==> src/hdl/ubxfr_pkg.sv <==
// Package for the UBX frame receiver: status codes, parser phases and
// protocol constants. No dependencies.
package ubxfr_pkg;

    typedef enum logic [3:0] {
        ST_WAIT      = 4'd0,
        ST_TOO_LONG  = 4'd1,
        ST_BAD_SUM   = 4'd2,
        ST_ACK       = 4'd3,
        ST_NAK       = 4'd4,
        ST_PVT       = 4'd5,
        ST_TIMELS    = 4'd6,
        ST_TIM_TP    = 4'd7,
        ST_CFG_NAV5  = 4'd8,
        ST_UNHANDLED = 4'd9
    } t_status;

    typedef enum logic [7:0] {
        PH_IDLE      = 8'b0000_0001,
        PH_SYNC1     = 8'b0000_0010,
        PH_CLASS     = 8'b0000_0100,
        PH_ID        = 8'b0000_1000,
        PH_LEN_LO    = 8'b0001_0000,
        PH_LEN_HI    = 8'b0010_0000,
        PH_PAYLOAD   = 8'b0100_0000,
        PH_TRAILER_B = 8'b1000_0000
    } t_phase;

    typedef enum logic [1:0] {
        CFG_LENGTH_LIMIT = 2'd0,
        CFG_EXP_DYN      = 2'd1,
        CFG_EXP_UTC      = 2'd2,
        CFG_UNUSED       = 2'd3
    } t_cfg_index;

    localparam logic [7:0] SYNC_FIRST    = 8'hB5;
    localparam logic [7:0] SYNC_SECOND   = 8'h62;
    localparam logic [7:0] CLS_NAV       = 8'h01;
    localparam logic [7:0] CLS_ACK       = 8'h05;
    localparam logic [7:0] CLS_CFG       = 8'h06;
    localparam logic [7:0] CLS_TIM       = 8'h0D;
    localparam logic [7:0] ID_ACK_NAK    = 8'h00;
    localparam logic [7:0] ID_ACK_ACK    = 8'h01;
    localparam logic [7:0] ID_NAV_PVT    = 8'h07;
    localparam logic [7:0] ID_NAV_TIMELS = 8'h26;
    localparam logic [7:0] ID_TIM_TP     = 8'h01;
    localparam logic [7:0] ID_CFG_NAV5   = 8'h24;

    localparam logic [7:0] TP_FLAG_UTC_BASE  = 8'h01;
    localparam logic [7:0] TP_FLAG_UTC_AVAIL = 8'h02;
    localparam logic [7:0] TP_REF_UTC_MASK   = 8'h30;

    localparam logic [15:0] RST_LENGTH_LIMIT = 16'd128;
    localparam logic [7:0]  RST_EXP_DYN      = 8'd2;
    localparam logic [7:0]  RST_EXP_UTC      = 8'd3;

    // payload offsets of captured fields
    localparam logic [15:0] OFF_TOW_MS0 = 16'd0;
    localparam logic [15:0] OFF_TOW_MS1 = 16'd1;
    localparam logic [15:0] OFF_TOW_MS2 = 16'd2;
    localparam logic [15:0] OFF_TOW_MS3 = 16'd3;
    localparam logic [15:0] OFF_SUB0    = 16'd4;
    localparam logic [15:0] OFF_SUB1    = 16'd5;
    localparam logic [15:0] OFF_SUB2    = 16'd6;
    localparam logic [15:0] OFF_SUB3    = 16'd7;
    localparam logic [15:0] OFF_WEEK_LO = 16'd12;
    localparam logic [15:0] OFF_WEEK_HI = 16'd13;
    localparam logic [15:0] OFF_FLAGS   = 16'd14;
    localparam logic [15:0] OFF_REF     = 16'd15;
    localparam logic [15:0] OFF_DYN     = 16'd2;
    localparam logic [15:0] OFF_UTC     = 16'd30;

endpackage

==> src/hdl/ubx_frame_receiver_core.sv <==
// UBX frame receiver top level: sync hunt, header, payload capture,
// Fletcher-16 check (two 8-bit sums) and frame classification. Depends on ubxfr_pkg.
//
//  channel | direction | handshake              | payload
//  --------+-----------+------------------------+------------------------------------
//  in      | input     | i_in_valid / o_in_stall | i_rx_byte
//  out     | output    | o_out_valid / i_out_stall | o_status, o_frame_class, o_frame_id,
//          |           |                        | o_pulse_*, o_model_mismatch, o_utc_mismatch
//  cfg     | input     | i_cfg_valid / o_cfg_ready | i_cfg_index, i_cfg_data
//
//  One byte per cycle unless a held result stalls the input: each byte goes through the parser
//  logic in the cycle it is accepted and its result lands in the output register at that edge.
//  A byte is accepted whenever the output register is empty or being taken,
//  so a stalled result stalls the input side only while it is held.
//  Synchronous active-low reset puts the parser in sync hunt, clears all
//  held pulse time and loads the register defaults. No clearing pass.
module ubx_frame_receiver_core
    import ubxfr_pkg::*;
(
    input  logic        i_clk,
    input  logic        i_rst_n,

    input  logic        i_in_valid,
    output logic        o_in_stall,
    input  logic [7:0]  i_rx_byte,

    output logic        o_out_valid,
    input  logic        i_out_stall,
    output logic [3:0]  o_status,
    output logic [7:0]  o_frame_class,
    output logic [7:0]  o_frame_id,
    output logic        o_pulse_time_valid,
    output logic [15:0] o_pulse_week,
    output logic [63:0] o_pulse_tow,
    output logic        o_model_mismatch,
    output logic        o_utc_mismatch,

    input  logic        i_cfg_valid,
    output logic        o_cfg_ready,
    input  logic [1:0]  i_cfg_index,
    input  logic [15:0] i_cfg_data
);

    // configuration registers
    logic [15:0] r_length_limit;
    logic [7:0]  r_exp_dyn;
    logic [7:0]  r_exp_utc;

    // parser state
    t_phase      r_phase,      n_phase;
    logic [7:0]  r_cls,        n_cls;
    logic [7:0]  r_id,         n_id;
    logic [15:0] r_len,        n_len;
    logic [15:0] r_left,       n_left;
    logic [15:0] r_offset,     n_offset;
    logic [7:0]  r_sum_a,      n_sum_a;
    logic [7:0]  r_sum_b,      n_sum_b;
    logic [7:0]  r_trl_a,      n_trl_a;

    // per-frame captures
    logic [31:0] r_cap_ms,     n_cap_ms;
    logic [31:0] r_cap_sub,    n_cap_sub;
    logic [15:0] r_cap_week,   n_cap_week;
    logic [7:0]  r_cap_flags,  n_cap_flags;
    logic [7:0]  r_cap_ref,    n_cap_ref;
    logic [7:0]  r_cap_dyn,    n_cap_dyn;
    logic [7:0]  r_cap_utc,    n_cap_utc;

    // held pulse time; only moves on an accepted byte, so it is the
    // payload of the result in the output register
    logic        r_held_valid, n_held_valid;
    logic [15:0] r_held_week,  n_held_week;
    logic [63:0] r_held_tow,   n_held_tow;

    // output register
    logic        r_out_valid;
    t_status     r_out_status, n_status;
    logic [7:0]  r_out_cls,    n_fc;
    logic [7:0]  r_out_id,     n_fi;
    logic        r_out_mm,     n_mm;
    logic        r_out_um,     n_um;

    logic        in_accept;
    logic        out_take;
    logic [15:0] full_len;
    logic        sum_ok;
    logic        tp_good;

    assign o_cfg_ready = 1'b1;
    assign out_take    = r_out_valid && !i_out_stall;
    assign o_in_stall  = r_out_valid && i_out_stall;
    assign in_accept   = i_in_valid && !o_in_stall;

    assign full_len = {i_rx_byte, r_len[7:0]};
    assign sum_ok   = (r_trl_a == r_sum_a) && (i_rx_byte == r_sum_b);
    assign tp_good  = ((r_cap_flags & TP_FLAG_UTC_BASE) != 8'd0)
                   && ((r_cap_flags & TP_FLAG_UTC_AVAIL) != 8'd0)
                   && ((r_cap_ref & TP_REF_UTC_MASK) != 8'd0);

    always_comb begin
        n_phase      = r_phase;
        n_cls        = r_cls;
        n_id         = r_id;
        n_len        = r_len;
        n_left       = r_left;
        n_offset     = r_offset;
        n_sum_a      = r_sum_a;
        n_sum_b      = r_sum_b;
        n_trl_a      = r_trl_a;
        n_cap_ms     = r_cap_ms;
        n_cap_sub    = r_cap_sub;
        n_cap_week   = r_cap_week;
        n_cap_flags  = r_cap_flags;
        n_cap_ref    = r_cap_ref;
        n_cap_dyn    = r_cap_dyn;
        n_cap_utc    = r_cap_utc;
        n_held_valid = r_held_valid;
        n_held_week  = r_held_week;
        n_held_tow   = r_held_tow;
        n_status     = ST_WAIT;
        n_fc         = 8'd0;
        n_fi         = 8'd0;
        n_mm         = 1'b0;
        n_um         = 1'b0;

        unique case (r_phase)
            PH_IDLE: begin
                if (i_rx_byte == SYNC_FIRST) n_phase = PH_SYNC1;
            end
            PH_SYNC1: begin
                n_phase = (i_rx_byte == SYNC_SECOND) ? PH_CLASS : PH_IDLE;
            end
            PH_CLASS: begin
                // frame start: sum restarts, captures clear
                n_sum_a     = i_rx_byte;
                n_sum_b     = i_rx_byte;
                n_cap_ms    = '0;
                n_cap_sub   = '0;
                n_cap_week  = '0;
                n_cap_flags = '0;
                n_cap_ref   = '0;
                n_cap_dyn   = '0;
                n_cap_utc   = '0;
                n_cls       = i_rx_byte;
                n_phase     = PH_ID;
            end
            PH_ID: begin
                n_sum_a = r_sum_a + i_rx_byte;
                n_sum_b = r_sum_b + n_sum_a;
                n_id    = i_rx_byte;
                n_phase = PH_LEN_LO;
            end
            PH_LEN_LO: begin
                n_sum_a = r_sum_a + i_rx_byte;
                n_sum_b = r_sum_b + n_sum_a;
                n_len   = {8'd0, i_rx_byte};
                n_phase = PH_LEN_HI;
            end
            PH_LEN_HI: begin
                n_sum_a = r_sum_a + i_rx_byte;
                n_sum_b = r_sum_b + n_sum_a;
                n_len   = full_len;
                if (full_len >= r_length_limit) begin
                    n_status = ST_TOO_LONG;
                    n_fc     = r_cls;
                    n_fi     = r_id;
                    n_phase  = PH_IDLE;
                end else begin
                    n_left   = full_len;
                    n_offset = '0;
                    n_phase  = PH_PAYLOAD;
                end
            end
            PH_PAYLOAD: begin
                if (r_left != 16'd0) begin
                    n_sum_a  = r_sum_a + i_rx_byte;
                    n_sum_b  = r_sum_b + n_sum_a;
                    n_left   = r_left - 16'd1;
                    n_offset = r_offset + 16'd1;
                    // each offset comes once per frame, so plain loads
                    unique case (r_offset)
                        OFF_TOW_MS0: n_cap_ms[7:0]    = i_rx_byte;
                        OFF_TOW_MS1: n_cap_ms[15:8]   = i_rx_byte;
                        OFF_TOW_MS2: n_cap_ms[23:16]  = i_rx_byte;
                        OFF_TOW_MS3: n_cap_ms[31:24]  = i_rx_byte;
                        OFF_SUB0:    n_cap_sub[7:0]   = i_rx_byte;
                        OFF_SUB1:    n_cap_sub[15:8]  = i_rx_byte;
                        OFF_SUB2:    n_cap_sub[23:16] = i_rx_byte;
                        OFF_SUB3:    n_cap_sub[31:24] = i_rx_byte;
                        OFF_WEEK_LO: n_cap_week[7:0]  = i_rx_byte;
                        OFF_WEEK_HI: n_cap_week[15:8] = i_rx_byte;
                        OFF_FLAGS:   n_cap_flags      = i_rx_byte;
                        OFF_REF:     n_cap_ref        = i_rx_byte;
                        default: ;
                    endcase
                    if (r_offset == OFF_DYN) n_cap_dyn = i_rx_byte;
                    if (r_offset == OFF_UTC) n_cap_utc = i_rx_byte;
                end else begin
                    n_trl_a = i_rx_byte;
                    n_phase = PH_TRAILER_B;
                end
            end
            PH_TRAILER_B: begin
                n_phase = PH_IDLE;
                n_fc    = r_cls;
                n_fi    = r_id;
                priority if (!sum_ok) begin
                    n_status = ST_BAD_SUM;
                end else if (r_cls == CLS_ACK) begin
                    n_status = (r_id == ID_ACK_ACK) ? ST_ACK :
                               (r_id == ID_ACK_NAK) ? ST_NAK : ST_UNHANDLED;
                end else if (r_cls == CLS_NAV) begin
                    n_status = (r_id == ID_NAV_PVT)    ? ST_PVT :
                               (r_id == ID_NAV_TIMELS) ? ST_TIMELS : ST_UNHANDLED;
                end else if (r_cls == CLS_TIM) begin
                    if (r_id == ID_TIM_TP) begin
                        n_status = ST_TIM_TP;
                        if (tp_good) begin
                            n_held_week  = r_cap_week;
                            n_held_tow   = {r_cap_ms, r_cap_sub};
                            n_held_valid = 1'b1;
                        end else begin
                            n_held_valid = 1'b0;
                        end
                    end else begin
                        n_status = ST_UNHANDLED;
                    end
                end else if (r_cls == CLS_CFG) begin
                    if (r_id == ID_CFG_NAV5) begin
                        n_status = ST_CFG_NAV5;
                        n_mm     = (r_cap_dyn != r_exp_dyn);
                        n_um     = (r_cap_utc != r_exp_utc);
                    end else begin
                        n_status = ST_UNHANDLED;
                    end
                end else begin
                    // unknown class: wait, class and id still reported
                    n_status = ST_WAIT;
                end
            end
            default: n_phase = PH_IDLE;
        endcase
    end

    // configuration port; index beyond the list is dropped
    always_ff @(posedge i_clk) begin
        if (!i_rst_n) begin
            r_length_limit <= RST_LENGTH_LIMIT;
            r_exp_dyn      <= RST_EXP_DYN;
            r_exp_utc      <= RST_EXP_UTC;
        end else if (i_cfg_valid && o_cfg_ready) begin
            unique case (t_cfg_index'(i_cfg_index))
                CFG_LENGTH_LIMIT: r_length_limit <= i_cfg_data;
                CFG_EXP_DYN:      r_exp_dyn      <= i_cfg_data[7:0];
                CFG_EXP_UTC:      r_exp_utc      <= i_cfg_data[7:0];
                CFG_UNUSED:       ;
            endcase
        end
    end

    always_ff @(posedge i_clk) begin
        if (!i_rst_n) begin
            r_phase      <= PH_IDLE;
            r_cls        <= '0;
            r_id         <= '0;
            r_len        <= '0;
            r_left       <= '0;
            r_offset     <= '0;
            r_sum_a      <= '0;
            r_sum_b      <= '0;
            r_trl_a      <= '0;
            r_cap_ms     <= '0;
            r_cap_sub    <= '0;
            r_cap_week   <= '0;
            r_cap_flags  <= '0;
            r_cap_ref    <= '0;
            r_cap_dyn    <= '0;
            r_cap_utc    <= '0;
            r_held_valid <= 1'b0;
            r_held_week  <= '0;
            r_held_tow   <= '0;
        end else if (in_accept) begin
            r_phase      <= n_phase;
            r_cls        <= n_cls;
            r_id         <= n_id;
            r_len        <= n_len;
            r_left       <= n_left;
            r_offset     <= n_offset;
            r_sum_a      <= n_sum_a;
            r_sum_b      <= n_sum_b;
            r_trl_a      <= n_trl_a;
            r_cap_ms     <= n_cap_ms;
            r_cap_sub    <= n_cap_sub;
            r_cap_week   <= n_cap_week;
            r_cap_flags  <= n_cap_flags;
            r_cap_ref    <= n_cap_ref;
            r_cap_dyn    <= n_cap_dyn;
            r_cap_utc    <= n_cap_utc;
            r_held_valid <= n_held_valid;
            r_held_week  <= n_held_week;
            r_held_tow   <= n_held_tow;
        end
    end

    // result register: one result per accepted byte
    always_ff @(posedge i_clk) begin
        if (!i_rst_n) begin
            r_out_valid <= 1'b0;
        end else if (in_accept) begin
            r_out_valid <= 1'b1;
        end else if (out_take) begin
            r_out_valid <= 1'b0;
        end
    end

    always_ff @(posedge i_clk) begin
        if (in_accept) begin
            r_out_status <= n_status;
            r_out_cls    <= n_fc;
            r_out_id     <= n_fi;
            r_out_mm     <= n_mm;
            r_out_um     <= n_um;
        end
    end

    assign o_out_valid        = r_out_valid;
    assign o_status           = r_out_status;
    assign o_frame_class      = r_out_cls;
    assign o_frame_id         = r_out_id;
    assign o_pulse_time_valid = r_held_valid;
    assign o_pulse_week       = r_held_week;
    assign o_pulse_tow        = r_held_tow;
    assign o_model_mismatch   = r_out_mm;
    assign o_utc_mismatch     = r_out_um;

    // mismatch flags only ride on a CFG-NAV5 result
    a_mismatch_only_nav5: assert property (@(posedge i_clk) disable iff (!i_rst_n)
        (r_out_valid && (r_out_mm || r_out_um)) |-> (r_out_status == ST_CFG_NAV5))
        else $error("mismatch flag on a non CFG-NAV5 result");

    // pulse time becomes valid only together with a TIM-TP result
    a_valid_from_tim_tp: assert property (@(posedge i_clk) disable iff (!i_rst_n)
        $rose(r_held_valid) |-> (r_out_valid && r_out_status == ST_TIM_TP))
        else $error("pulse time valid without TIM-TP");

    // an over-length header sends the parser back to sync hunt
    a_too_long_to_idle: assert property (@(posedge i_clk) disable iff (!i_rst_n)
        (in_accept && r_phase == PH_LEN_HI && full_len >= r_length_limit)
        |=> (r_phase == PH_IDLE && r_out_status == ST_TOO_LONG))
        else $error("length rejection did not return to hunt");

    // payload position bookkeeping stays consistent
    a_offset_tracks_left: assert property (@(posedge i_clk) disable iff (!i_rst_n)
        (r_phase == PH_PAYLOAD) |-> (r_offset + r_left == r_len))
        else $error("payload offset and remaining count disagree");

    // results are only replaced after being taken or when none is held
    a_no_overwrite: assert property (@(posedge i_clk) disable iff (!i_rst_n)
        (r_out_valid && i_out_stall) |-> !in_accept)
        else $error("held result overwritten");

endmodule
==> config.mk <==
export PLATFORM = sky130hd
export DESIGN_NAME = ubx_frame_receiver_core
export DESIGN_NICKNAME = d
export VERILOG_FILES = /design/src/hdl/ubxfr_pkg.sv /design/src/hdl/ubx_frame_receiver_core.sv
export SDC_FILE = /design/constraint.sdc
export NUM_CORES = 1
export LEC_CHECK = 0
export BUFFER_PORTS_ARGS = -buffer_cell sky130_fd_sc_hd__buf_2
export CAP_MARGIN = 20
export CELL_PAD_IN_SITES_DETAIL_PLACEMENT = 0
export CELL_PAD_IN_SITES_GLOBAL_PLACEMENT = 1
export CORE_MARGIN = 3
export CORE_UTILIZATION = 41
export DETAILED_ROUTE_END_ITERATION = 12
export GPL_ROUTABILITY_DRIVEN = 0
export HOLD_SLACK_MARGIN = 0.08
export PLACE_DENSITY_LB_ADDON = 0.1
export SLEW_MARGIN = 0
export SYNTH_ARGS = -nofsm -noshare
export SYNTH_HDL_FRONTEND = slang
export SYNTH_SLANG_ARGS = --single-unit
==> constraint.sdc <==
create_clock -name i_clk -period 3.4 [get_ports i_clk]
set_input_delay 0.68 -clock i_clk [delete_from_list [all_inputs] [get_ports i_clk]]
set_output_delay 0.68 -clock i_clk [all_outputs]
set_load 0.1 [all_outputs]
# ---- Word-level counts from Yosys, hierarchy flattened
# Index checks and enable logic that the tools add are counted.
dict set report word_totals {
  regBits 328
  in_bits 31
}
dict set report op_classes {
  n_addsub 4
  order_cmp 1
  n_eq_ne 53
  muxes 63
  bitwise 8
  reduce_logical 44
}
# operator count
set ops {}
lappend ops {{$mux 8} 19}
lappend ops {{$pmux 32 s2} 2}
lappend ops {{$pmux 16 s2} 3}
lappend ops {{$mux 16} 5}
lappend ops {{$pmux 8 s2} 5}
lappend ops {{$eq 16x3->1 const B} 4}
lappend ops {{$eq 16x4->1 const B} 4}
lappend ops {{$mux 32} 2}
lappend ops {{$pmux 8 s7} 1}
lappend ops {{$reduce_and 4->1} 14}
lappend ops {{$pmux 8 s3} 2}
lappend ops {{$mux 4} 10}
lappend ops {{$eq 16x2->1 const B} 2}
lappend ops {{$eq 8x3->1 const B} 4}
lappend ops {{$eq 8x1->1 const B} 3}
lappend ops {{$eq 8x6->1 const B} 3}
lappend ops {{$ne 2x1->1 const B} 11}
lappend ops {{$add 16x1->16 const B} 1}
lappend ops {{$add 8x8->8} 2}
lappend ops {{$eq 16x1->1 const B} 1}
lappend ops {{$eq 16x5->1 const B} 1}
lappend ops {{$eq 8x4->1 const B} 2}
lappend ops {{$eq 8x7->1 const B} 2}
lappend ops {{$eq 8x8->1} 2}
lappend ops {{other kinds (33)} 68}

# ---- Longest topological paths before layout
# Gate-level depths: netlist of run 1.
dict set report logic_depth {
  ltp_word 8
  depth_mapped 14
}

# ---- Worst setup path before layout of run 1
# OpenSTA, ideal clock, no wires.
dict set report synth_timing {
  path_kind {input port to flip-flop}
  startpoint {input i_rx_byte[0]}
  endpoint {register r_sum_b[7]}
  t_arrival_ps 3384
  required_ps 3330
  setup_slack_ps -54
  cell_stages 14
  n_path_buf 0
  path_cell_list {ha_1 -> fa_1 -> a21o_1 -> a21oi_1 -> o21ai_0 -> mux2i_1 -> or2_2 -> ha_1 -> nor3_1 -> o2111ai_1 -> and3_1 -> o211ai_1 -> or3b_1 -> a21oi_1}
}
dict set report synth_via {
  elab_chain_len 4
}
# item line_no
set synth_lines {}
lappend synth_lines {{start: declaration} ubx_frame_receiver_core.sv:25} ;# input logic [7:0] i_rx_byte,
lappend synth_lines {{$add 8x8->8 (*) (2 in series)} n/a}
lappend synth_lines {{$mux 8} ubx_frame_receiver_core.sv:175} ;# if (r_left != 16'd0) begin
lappend synth_lines {{$pmux 8 s3 (*)} ubx_frame_receiver_core.sv:126} ;# unique case (r_phase)
lappend synth_lines {{end signal: assignment} ubx_frame_receiver_core.sv:290} ;# r_sum_b <= n_sum_b;
lappend synth_lines {{end: declaration} ubx_frame_receiver_core.sv:57} ;# logic [7:0] r_sum_b, n_sum_b;
# Every way passes the cells marked *; elsewhere a longest branch is shown, timed or not. The select of a mux whose other input is x is not followed.
# A chain may end at the register's enable or synchronous reset.

# ---- Worst setup path in the final report of run 1
dict set report layout_timing {
  startpoint {register r_sum_a[0]}
  endpoint {register r_sum_b[7]}
}
dict set report layout_via {
  elab_chain_len 4
}
# item line_no
set layout_lines {}
lappend layout_lines {{start: declaration} ubx_frame_receiver_core.sv:56} ;# logic [7:0] r_sum_a, n_sum_a;
lappend layout_lines {{start signal: assignment} ubx_frame_receiver_core.sv:289} ;# r_sum_a <= n_sum_a;
lappend layout_lines {{$add 8x8->8 (*) (2 in series)} n/a}
lappend layout_lines {{$mux 8} ubx_frame_receiver_core.sv:175}
lappend layout_lines {{$pmux 8 s3 (*)} ubx_frame_receiver_core.sv:126}
# Marks and branches as above.

==> results of run 1 <==
## registers in the layout, summed over array words and instances, names as in the netlist, 16 cells and up
| signal | count |
|---|---|
| o_pulse_week | 16 |
| r_cap_week | 16 |
| r_left | 16 |
| o_pulse_tow | 64 |
| r_cap_sub | 32 |
| r_length_limit | 16 |
| r_cap_ms | 32 |
| r_offset | 16 |
## metrics by stage
stage	instances	TNS (ps)	worst slack, ps	hold slack [ps]
detailed placement	2047	-279	-279	448
floorplan	1498	0	29.4	432
CTS	2112	0	202	335
finish	2113	0	184	357
global route	2113	0	42.3	355
global placement	2047	-254	-254	445
## critical path: stages, from the launching register on
cell and delay (ps):
dfxtp_1 320, ha_1 200, fa_2 340, a21o_1 180, a21oi_2 150, o21ai_0 120
mux2i_1 140, or2_2 300, ha_1 210, nor3_1 160, o2111ai_1 170, and3_1 220
o211ai_1 170, or3b_1 360, a21oi_1 130
## cell type report
type | count | area, µm² | share of cell area
inverters | 44 | 170 | 0.0101
multi-input cells | 1045 | 6950 | 0.414
clock inverters | 20 | 343 | 0.0204
repair buffers | 195 | 1210 | 0.0724
flip-flops and latches | 316 | 6550 | 0.390
well taps | 448 | 561 | 0.0334
clock buffers | 45 | 985 | 0.0587
## power by group
group / switching [W] / internal, W
combinational: 0.000334 / 0.000107
clock: 0.00168 / 0.00256
sequential: 0.0000112 / 0.00377
total: 0.00203 / 0.00644
## worst max path at each step
stage                     cells after the start          from  slack [ps]          to
after global routing                         14    r_sum_a[0]          40  r_sum_b[7]
after floorplan                              14  i_rx_byte[0]          30  r_sum_b[7]
after detailed placement                     15  i_rx_byte[0]        -280  r_sum_b[7]
after CTS                                    14    r_sum_a[0]         200  r_sum_b[7]
after global placement                       15  i_rx_byte[0]        -250  r_sum_b[7]
final                                        14    r_sum_a[0]         180  r_sum_b[7]
## cell usage in the layout, fill, tap and decap left out, drive strengths merged, types with 5 or more instances in the layout
cell | netlist | layout
dfxtp | 294 | 294
buf | 39 | 195
nor2 | 191 | 191
nand2 | 119 | 119
a21oi | 115 | 115
mux2i | 107 | 107
o2bb2ai | 64 | 64
o21ai | 53 | 53
clkbuf | 54 | 45
inv | 43 | 44
xor2 | 39 | 39
nand3 | 38 | 38
ha | 36 | 36
nor4 | 30 | 30
a22oi | 24 | 24
edfxtp | 22 | 22
nand4 | 20 | 20
nor2b | 19 | 19
a31oi | 16 | 16
or3 | 15 | 15
nor3 | 15 | 15
o21a | 11 | 11
nand2b | 11 | 11
o211ai | 11 | 11
clkinv | 1 | 11
a311oi | 9 | 9
o31ai | 8 | 8
o31a | 8 | 8
nand4b | 7 | 7
bufinv | 0 | 6
or4 | 6 | 6
a21o | 5 | 5
and3 | 5 | 5
## cells by family (layout without fill, tap and decap cells)
| family | Yosys count | after routing | share of synthesized area |
|---|---|---|---|
| simple gates | 507 | 507 | 0.183 |
| compound gates | 350 | 350 | 0.170 |
| flops | 316 | 316 | 0.463 |
| buf+inv | 137 | 304 | 0.0472 |
| mux | 107 | 107 | 0.0757 |
| xor+xnor | 42 | 42 | 0.0260 |
| fa+ha+maj | 38 | 38 | 0.0347 |
| other cells | 1 | 1 | 0.000265 |
## layer usage
layer / GRT usage / up-vias / routed length [µm]
met4: 0.0598 / 0 / 972
li1: - / 5668 / -
met2: 0.349 / 267 / 18200
met1: 0.302 / 5477 / 19100
met3: 0.0392 / 65 / 1940
met5: 0 / - / 0
==> summary.txt, run 1 <==
STA
  – Final worst-path cycle share: 0.946
  – Final Critical Period: 3220 ps
  – Final-report setup violation count: 0
  – Peak Freq: 311 MHz
  – Count of final hold-check violations: 0
  – Worst-margin pin slew: 896 ps
  – Post-Route Skew: 18.0 ps
  – Worst slew margin relative to its limit: 0.403
  – Unrepaired setup endpoints after global routing: false
  – Max Slew Vio Count: 0

Clock tree
  – Number of post-CTS setup repair buffers: 0
  – Later-pin clock latency in the skew report: 550 ps
  – Number of CTS-inserted buffers: 36
  – Worst-case clock buffer depth: 3
  – Worst-path clk slew: 60 ps
  – Total clock sinks: 316
  – CTS-repair resized insts: 0
  – Root buf cell: clkbuf_16
  – TritonCTS clock tree: done
  – Number of hold buffers added after CTS: 0
  – Number of H-tree levels: 2

Worst setup path
  – Kind of critical path: flop to flop
  – Worst endpoint required time: 3870 ps
  – Worst flop-to-flop path startpoint: r_sum_a[0]
  – Crit-path max FO: 3
  – CP Data Arrival Time: 3690 ps
  – Worst Setup Start Kind: flop
  – Number of cells on the worst reg-to-reg path: 14
  – Endpoint of the worst register-to-register path: r_sum_b[7]
  – Minimum setup slack among reg-to-reg paths: 180 ps
  – Worst setup EP type: flop

Detailed routing
  – Residual antenna-violating net count after detailed routing: 0
  – Number of detailed-routing iterations run before antenna repair: 6
  – Vias per inst: 5.43
  – Average wire length per cell after detail routing: 19.0 µm
  – DRC violations left: 0
  – Total number of vias: 11500
  – WL final: 40200 µm
  – Violation count after the first detailed-route iteration: 737

Logic synthesis
  – Post-synthesis sequential area ratio: 0.463
  – Number of synthesis warnings: 0
  – Number of register bits inferred by synthesis: 316
  – Number of flops mapped to enable cells by yosys: 22
  – Post-synth ARST share: 0
  – Cell type contributing the most total cell area after synthesis: dfxtp_1
  – Avg Synthesized Cell Area: 9.44 µm²
  – Most frequently used cell type in the post-synthesis netlist: dfxtp_1
  – Ys flop type: dfxtp_1
  – Top post-synthesis cells by area: dfxtp_1 (42%), mux2i_1 (7.6%), nor2_1 (5.1%)
  – Number of distinct library cell variants in the gate-level netlist after synthesis: 76
  – Post-Syn Nets: 1567
  – Count of mapped cells out of synthesis: 1498
  – Share of Yosys cell area claimed by the top area cell type: 0.416
  – Synth Cell Area: 14100 µm²
  – Ranking of synthesized cells by instance count: dfxtp_1 (294), nor2_1 (191), nand2_1 (118)

Final layout
  – Ratio of cells with drive above 1 in the final layout: 0.179
  – Fill cells: 3230
  – Post-layout nets: 1707
  – Finished layout cell area: 16800 µm²
  – Antenna cell count: 0
  – Share of the core filled with cells: 0.496
  – Synth-to-Final Area Change: 18.6%

Global route
  – GRT Util Overall: 0.218
  – First-pass GRT wire length: 63700 µm
  – Antenna violations before repair: 0
  – Total global routing overflow: 0
  – Pin count of the biggest net entering global routing: 193
  – Via count of the first global-routing pass: 11200

Die
  – Boundary Pins: 137
  – Floorplan die width: 192 µm
  – Standard cell core area: 33800 µm²
  – Floorplan die height: 192 µm
  – Die footprint: 36800 µm²
  – Number of rows in the core area: 67
  – Initial core utilization: 0.419

Place
  – Post-detailed-placement cell area: 15400 µm²
  – Port Buffers: 135
  – DPL Wire Length: 27500 µm

Min path
  – Hold Path Cell Cnt: 2
  – Hold endpoint: o_out_valid
  – Hold path start: i_in_valid
  – Worst hold-check path type: input port to flop

Power and ir drop
  – Worst VDD drop: 0.403 mV
  – Overall Power: 0.00846 W
  – Leakage: 6.57 nW
  – Power per cell area: 505 nW/µm²

Flow run
  – Number of max-cap violations: 0

Outcome
  – Outcome: finished, final reports clean
Note: power is estimated with default switching activity, not from simulation.
==> run 2: changes to the inputs <==
Settings changed: ABC_AREA set to 1, CORE_UTILIZATION 41 to 39, CTS_CLUSTER_SIZE set to 25, REMOVE_ABC_BUFFERS set to 1.
==> run 2 against run 1 <==
Net effect:
- clock-buffer cell count is 8 higher
- non-clock buffer count is 24 lower
- setup slack better by 620 ps
- total power is 2.5% higher
- critical path type unchanged
- core utilization is 3.0 points lower
- synthesized area is 4.8% higher
- clock power is 6.6% lower
- global-route usage is 0.91 points lower
- largest power group unchanged
==> summary.txt, run 2 <==
Worst setup path
  – Worst Setup Start Kind: flop
  – CP Data Arrival Time: 3060 ps (-630 ps)
  – Worst setup EP type: flop
  – Worst endpoint required time: 3860 ps (about the same)
  – Minimum setup slack among reg-to-reg paths: 800 ps (+620 ps)
  – Kind of critical path: flop to flop
  – Crit-path max FO: 4 (+1)
  – Worst Setup SP: r_sum_a[2]
  – Worst flop-to-flop path startpoint: r_sum_a[2]

Logic synthesis
  – Most frequently used cell type in the post-synthesis netlist: nand2_1
  – Complex-gate fraction of the synthesized area: 0.135 (-0.0349)
  – Post-synthesis sequential area ratio: 0.442 (-0.0211)
  – Ranking of synthesized cells by instance count: nand2_1 (527), nor2_1 (341), dfxtp_1 (294)
  – Number of synthesis warnings: 0 (unchanged)
  – Share of Yosys cell area claimed by the top area cell type: 0.397 (-0.0190)
  – Cell type contributing the most total cell area after synthesis: dfxtp_1
  – Avg Synthesized Cell Area: 6.94 µm² (-27%)
  – Top post-synthesis cells by area: dfxtp_1 (40%), nand2_1 (13%), nor2_1 (8.6%)
  – Ys flop type: dfxtp_1
  – Main combinational cell family by area after synthesis: simple AND/OR/NAND/NOR gates
  – Post-synth ARST share: 0 (unchanged)
  – Number of register bits inferred by synthesis: 316 (unchanged)
  – Post-synthesis simple-gate area fraction: 0.282 (+0.0986)
  – Multiplexer area fraction after synthesis: 0 (-0.0757)
  – Synth Cell Area: 14800 µm² (+4.8%)
  – Count of mapped cells out of synthesis: 2136 (+43%)
  – Number of distinct library cell variants in the gate-level netlist after synthesis: 45 (-41%)
  – Number of flops mapped to enable cells by yosys: 22 (unchanged)
  – Synth Area in XOR/XNOR: 0.0213 (-0.00473)
  – Post-synthesis share of cell area spent on full adders, half adders and majority gates: 0.0331 (-0.00158)

Clock tree
  – Total clock sinks: 316 (unchanged)
  – CTS-repair resized insts: 0 (unchanged)
  – Number of CTS-inserted buffers: 38 (+5.6%)
  – Number of H-tree levels: 2 (unchanged)
  – Root buf cell: clkbuf_16
  – Number of post-CTS setup repair buffers: 0 (unchanged)
  – Later-pin clock latency in the skew report: 540 ps (about the same)
  – TritonCTS clock tree: done
  – Number of hold buffers added after CTS: 0 (unchanged)
  – Worst-path clk slew: 60 ps (about the same)
  – Worst-case clock buffer depth: 3 (unchanged)

Power and ir drop
  – Logic gate share of total power: 0.097 (+0.045)
  – Clock power share: 0.457 (-0.044)
  – Leakage: 7.98 nW (+22%)
  – Worst VDD drop: 0.289 mV (-28%)
  – Net switching power figure: 0.00230 W (+14%)
  – Power share of the sequential group: 0.447 (about the same)
  – Net Sw Frac: 0.265 (+0.0259)
  – Cell internal pwr: 0.00638 W (-0.97%)
  – Power per cell area: 502 nW/µm² (-0.49%)

Global route
  – GRT Util Overall: 0.209 (-0.00913)
  – Via count of the first global-routing pass: 12800 (+15%)
  – Antenna violations before repair: 0 (unchanged)
  – Pin count of the biggest net entering global routing: 174 (-9.8%)
  – First-pass GRT wire length: 69500 µm (+9.1%)
  – Total global routing overflow: 0 (unchanged)

Die
  – Number of rows in the core area: 70 (+4.5%)
  – Floorplan die width: 201 µm (+4.8%)
  – Initial core utilization: 0.400 (-0.0186)
  – Standard cell core area: 37000 µm² (+9.7%)
  – Floorplan die height: 201 µm (+4.8%)
  – Boundary Pins: 137 (unchanged)
  – Die footprint: 40400 µm² (+9.8%)

Detailed routing
  – Number of detailed-routing iterations run before antenna repair: 5 (-1)
  – DRC violations left: 0 (unchanged)
  – Wire length the detailed router placed on met1: 21400 µm (+12%)
  – Met2 layer wire length in the routed design: 18700 µm (+2.7%)
  – Average wire length per cell after detail routing: 15.4 µm (-19%)
  – Vias per inst: 4.88 (-10%)
  – Violation count after the first detailed-route iteration: 798 (+8.3%)
  – Uppermost layer routed: met4
  – Met3 wire length: 2110 µm (+8.9%)
  – WL final: 42900 µm (+6.8%)
  – Residual antenna-violating net count after detailed routing: 0 (unchanged)
  – Total number of vias: 13600 (+18%)

Final layout
  – Antenna cell count: 0 (unchanged)
  – Share of the core filled with cells: 0.466 (-0.0301)
  – Most common library cell in the layout ignoring fill and taps: nand2_1
  – Finished layout cell area: 17300 µm² (+3.0%)
  – Number of flip-flops under the largest register name: 64 (unchanged)
  – Post-layout nets: 2320 (+36%)
  – Commonest non-fill, non-tap cells in the layout: nand2_1 (527), nor2_1 (339), dfxtp_1 (294), inv_1 (225), a21oi_1 (201)
  – Ratio of cells with drive above 1 in the final layout: 0.119 (-0.0602)
  – Synth-to-Final Area Change: 16.6%
  – Fill cells: 3851 (+19%)

Min path
  – Worst hold-check path type: input port to flop
  – Hold path start: i_cfg_data[1]

STA
  – Max Slew Vio Count: 0 (unchanged)
  – Post-Route Skew: 16.4 ps (-1.57 ps)
  – Unrepaired setup endpoints after global routing: false
  – Final Critical Period: 2600 ps (-620 ps)
  – Final-report setup violation count: 0 (unchanged)
  – Worst-margin pin slew: 873 ps (-22.7 ps)
  – Worst slew margin relative to its limit: 0.416 (+0.0130)
  – Peak Freq: 385 MHz (+24%)
  – Final worst-path cycle share: 0.764 (-0.182)
  – Count of final hold-check violations: 0 (unchanged)

Outcome
  – Outcome: finished, final reports clean

Place
  – Post-detailed-placement cell area: 16100 µm² (+4.0%)
  – Port Buffers: 135 (unchanged)
  – DPL Wire Length: 29200 µm (+6.1%)

Flow run
  – Number of max-cap violations: 0 (unchanged)
run 2: cell types whose count changed in the layout (fill, tap and decap cells not counted), sizes merged, moves of 87 or more:
cell | before | now
nand2 | 119 | 536
inv | 44 | 233
nor2 | 191 | 349
a21oi | 115 | 202
mux2i | 107 | 0
o21ai | 53 | 185
run 2: per-stage QoR:
step / std cells / hold WS [ps] / setup slack (ps) / TNS, ps / power (W)
6_report: 2785 / 413 / 804 / 0 / 0.00868
4_1_cts: 2785 / 385 / 791 / 0 / 0.00879
5_1_grt: 2785 / 415 / 554 / 0 / 0.00906
3_5_place_dp: 2715 / 455 / 339 / 0 / 0.00479
3_3_place_gp: 2715 / 448 / 363 / 0 / 0.00478
2_1_floorplan: 2040 / 433 / -2700 / -381180 / 0.00451
run 2: per-layer routing:
metal  vias up  track usage
met3        53       0.0315
met5         -            0
met4         0       0.0444
met1      6244        0.306
met2       266        0.326
li1       7016            -
run 2: layout make-up:
type | instances | area, µm² | share of cell area
clock buffers | 53 | 1090 | 0.0630
well taps | 504 | 631 | 0.0365
clock inverters | 17 | 130 | 0.00753
multi-input cells | 1492 | 7010 | 0.406
repair buffers | 171 | 998 | 0.0578
inverters | 232 | 872 | 0.0505
flip-flops and latches | 316 | 6550 | 0.379
run 2: critical path: stages (launching register included):
cell and delay [ps]:
dfxtp_1 380, ha_1 280, or2_2 320, and2_1 180
xor2_1 160, ha_1 340, nand3_1 100, nand3_1 100
nand2_1 90, nand2_1 50, a21oi_1 170, and2_1 160
o21ai_0 70, a21oi_1 130
run 2: logic make-up after synthesis:
kind of cell	count (synthesis)
flops	316
other cells	1
fa+ha+maj	38
xor+xnor	36
simple gates	1022
buf+inv	328
compound gates	395
run 2: power groups by stage:
stage / registers, W / clock network [W] / logic, W
2_1_floorplan: 0.00403 / 0 / 0.000482
3_3_place_gp: 0.00396 / 0 / 0.000828
3_5_place_dp: 0.00396 / 0 / 0.000835
4_1_cts: 0.00387 / 0.00408 / 0.000838
5_1_grt: 0.00388 / 0.00424 / 0.000941
6_report: 0.00388 / 0.00396 / 0.000839
run 2: final timing paths:
path	end	cells after the start
worst max register to register	r_sum_b[6]	13
worst min-delay path	r_exp_utc[1]	3
worst min register to register	r_offset[15]	2
worst max-delay path	r_sum_b[6]	13
==> run 3: changes to the inputs <==
Clock period 3.4 ns to 2.2 ns, I/O delays scaled along.
==> run 3 against run 2 <==
Net effect:
- highest routed layer unchanged
- the run now ends with negative setup slack left
- register-to-register slack got worse by 950 ps
- core utilization rose by 3.8 points
- clock-buffer cell count rose by 3
- critical path depth rose by 1
==> summary.txt, run 3 (synthesized netlist as in run 2, its figures left out) <==
Worst setup path
  – Worst flop-to-flop path startpoint: r_sum_a[0]
  – CP cell instances: ha_4 > fa_2 > buf_4 > buf_6 > xor2_4 > ha_4 > nand3_2 > nand3_2 > nand2_2 > nand2_2 > a21oi_2 > and2_4 > o21ai_1 > a21oi_1
  – Slowest stage delay, CP: 340 ps (-40 ps)
  – Slowest stage cell, crit path: fa_2
  – Endpoint of the worst register-to-register path: r_sum_b[6]
  – Number of buffer and inverter stages on the critical path: 2 (+2)
  – CP Data Arrival Time: 2820 ps (-240 ps)
  – Crit-path max FO: 4 (unchanged)
  – Worst endpoint required time: 2670 ps (-1190 ps)
  – Number of cells on the worst reg-to-reg path: 14 (+1)
  – Worst setup EP type: flop
  – Cell family with most CP delay: adder cells
  – Minimum setup slack among reg-to-reg paths: -150 ps (-950 ps)
  – Number of logic stages on the critical path including buffering: 14 (+1)
  – Worst Setup Start Kind: flop
  – Kind of critical path: flop to flop

Detailed routing
  – Average wire length per cell after detail routing: 15.1 µm (-2.2%)
  – WL final: 43600 µm (+1.6%)
  – Violation count after the first detailed-route iteration: 708 (-11%)
  – DRC violations left: 0 (unchanged)
  – Number of detailed-routing iterations run before antenna repair: 5 (unchanged)
  – Total number of vias: 13900 (+2.7%)
  – Vias per inst: 4.82 (-1.1%)
  – Residual antenna-violating net count after detailed routing: 0 (unchanged)

Clock tree
  – Later-pin clock latency in the skew report: 550 ps (about the same)
  – Total clock sinks: 316 (unchanged)
  – Worst-path clk slew: 60 ps (about the same)
  – Worst-case clock buffer depth: 3 (unchanged)
  – Root buf cell: clkbuf_16
  – Number of CTS-inserted buffers: 38 (unchanged)
  – TritonCTS clock tree: done
  – Number of H-tree levels: 2 (unchanged)

STA
  – Final worst-path cycle share: 1.07 (+0.305)
  – Post-Route Skew: 21.3 ps (+4.92 ps)
  – Max Slew Vio Count: 0 (unchanged)
  – Peak Freq: 426 MHz (+10%)
  – Worst-margin pin slew: 794 ps (-79.5 ps)
  – Unrepaired setup endpoints after global routing: true
  – Count of final hold-check violations: 0 (unchanged)
  – Final-report setup violation count: 6 (+6)
  – Worst slew margin relative to its limit: 0.470 (+0.0546)
  – Final Critical Period: 2350 ps (-246 ps)
  – Final worst-path setup slack: -150 ps (-954 ps)

Final layout
  – Post-layout nets: 2431 (+4.8%)
  – Ratio of cells with drive above 1 in the final layout: 0.180 (+0.0611)
  – Fill cells: 3730 (-3.1%)
  – Commonest non-fill, non-tap cells in the layout: nand2_1 (519), nor2_1 (333), dfxtp_1 (291), inv_1 (222), a21oi_1 (195)
  – Antenna cell count: 0 (unchanged)
  – Most common library cell in the layout ignoring fill and taps: nand2_1
  – Synth-to-Final Area Change: 26.2%
  – Finished layout cell area: 18700 µm² (+8.2%)
  – Number of flip-flops under the largest register name: 64 (unchanged)

Power and ir drop
  – Net switching power figure: 0.00369 W (+60%)
  – Clock power share: 0.463 (+0.006)
  – Overall Power: 0.0142 W (+64%)
  – Power share of the sequential group: 0.422 (-0.025)
  – Worst VDD drop: 0.415 mV (+44%)
  – Leakage: 8.66 nW (+8.4%)
  – Cell internal pwr: 0.0105 W (+65%)
  – Power per cell area: 759 nW/µm² (+51%)
  – Net Sw Frac: 0.260 (-0.00546)
  – Logic gate share of total power: 0.115 (+0.018)

Die
  – Floorplan die width: 201 µm (unchanged)
  – Standard cell core area: 37000 µm² (unchanged)
  – Initial core utilization: 0.400 (unchanged)
  – Die footprint: 40400 µm² (unchanged)
  – Boundary Pins: 137 (unchanged)
  – Number of rows in the core area: 70 (unchanged)
  – Floorplan die height: 201 µm (unchanged)

Place
  – Post-detailed-placement cell area: 17000 µm² (+6.1%)
  – DPL Wire Length: 30300 µm (+3.8%)
  – Port Buffers: 135 (unchanged)

Global route
  – Total global routing overflow: 0 (unchanged)
  – Via count of the first global-routing pass: 13200 (+3.2%)
  – GRT Util Overall: 0.210 (+0.000930)
  – First-pass GRT wire length: 70200 µm (+1.1%)
  – Antenna violations before repair: 1 (+1)
  – Pin count of the biggest net entering global routing: 117 (-33%)

Flow run
  – Number of max-cap violations: 0 (unchanged)

Min path
  – Hold path start: i_cfg_data[0]
  – Worst hold-check path type: input port to flop
  – Hold endpoint: r_exp_utc[0]
  – Hold Path Cell Cnt: 3 (unchanged)

Outcome
  – Outcome: complete, but fails checks
  – Violated checks: negative setup slack
run 3: cell types whose count changed in the layout (fill, tap and decap cells not counted), sizes merged:
cell / change
clkinv: -7
buf: +111
clkbuf: +3
clkinvlp: +1
inv: -2
bufinv: +3
run 3: worst min-delay path, cell delays in order:
cell	delay [ps]
buf_2	130
nand2_1	60
nand3_1	50
run 3: worst max-delay path by stage:
stage	start	endpoint	slack, ps
2_1_floorplan	o_out_valid	o_pulse_time_valid	-3900
3_3_place_gp	i_rx_byte[0]	r_sum_b[5]	-540
3_5_place_dp	i_rx_byte[0]	r_sum_b[5]	-580
4_1_cts	r_sum_a[0]	r_sum_b[5]	-190
5_1_grt	r_sum_a[0]	r_sum_b[7]	-300
6_report	r_sum_a[0]	r_sum_b[6]	-150
run 3: power by group through the flow:
stage | sequential (W) | combinational, W | clock (W)
2_1_floorplan | 0.00623 | 0.000744 | 0
3_3_place_gp | 0.00611 | 0.00146 | 0
3_5_place_dp | 0.00611 | 0.00147 | 0
4_1_cts | 0.00599 | 0.00151 | 0.00672
5_1_grt | 0.00600 | 0.00180 | 0.00695
6_report | 0.00599 | 0.00163 | 0.00657
run 3: through the flow:
stage	hold slack, ps	utilization	setup slack (ps)	cells	TNS, ps
6_report	168	0.505	-150	2894	-682
5_1_grt	169	0.505	-297	2894	-1320
4_1_cts	154	0.498	-188	2889	-850
3_5_place_dp	452	0.460	-579	2819	-16140
3_3_place_gp	448	0.460	-537	2819	-13820
2_1_floorplan	433	-	-3900	2040	-720780
run 3: area by class of cell:
class,instances,area [µm²],share of cell area
tap,504,631,0.0337
clock buffer,56,1120,0.0599
inverter,232,878,0.0470
sequential,316,6550,0.351
clock inverter,12,184,0.00984
timing repair buffer,282,2050,0.110
multi-input combinational,1492,7280,0.389
run 3: what timing repair did:
item / in CTS / in global routing
gates resized for setup: 25 / 45
hold buffers: 0 / 0
endpoints found under the setup margin: 25 / 171
pin swaps: 14 / 24
buffers inserted: 3 / 5
run 3: layer usage:
metal  global-route usage  wire length [µm]  up-vias
li1                     -                 -     7244
met1                0.303             21800     6371
met2                0.332             19100      262
met3               0.0313              1830       72
met4               0.0472               876        0
met5                    0                 0        -
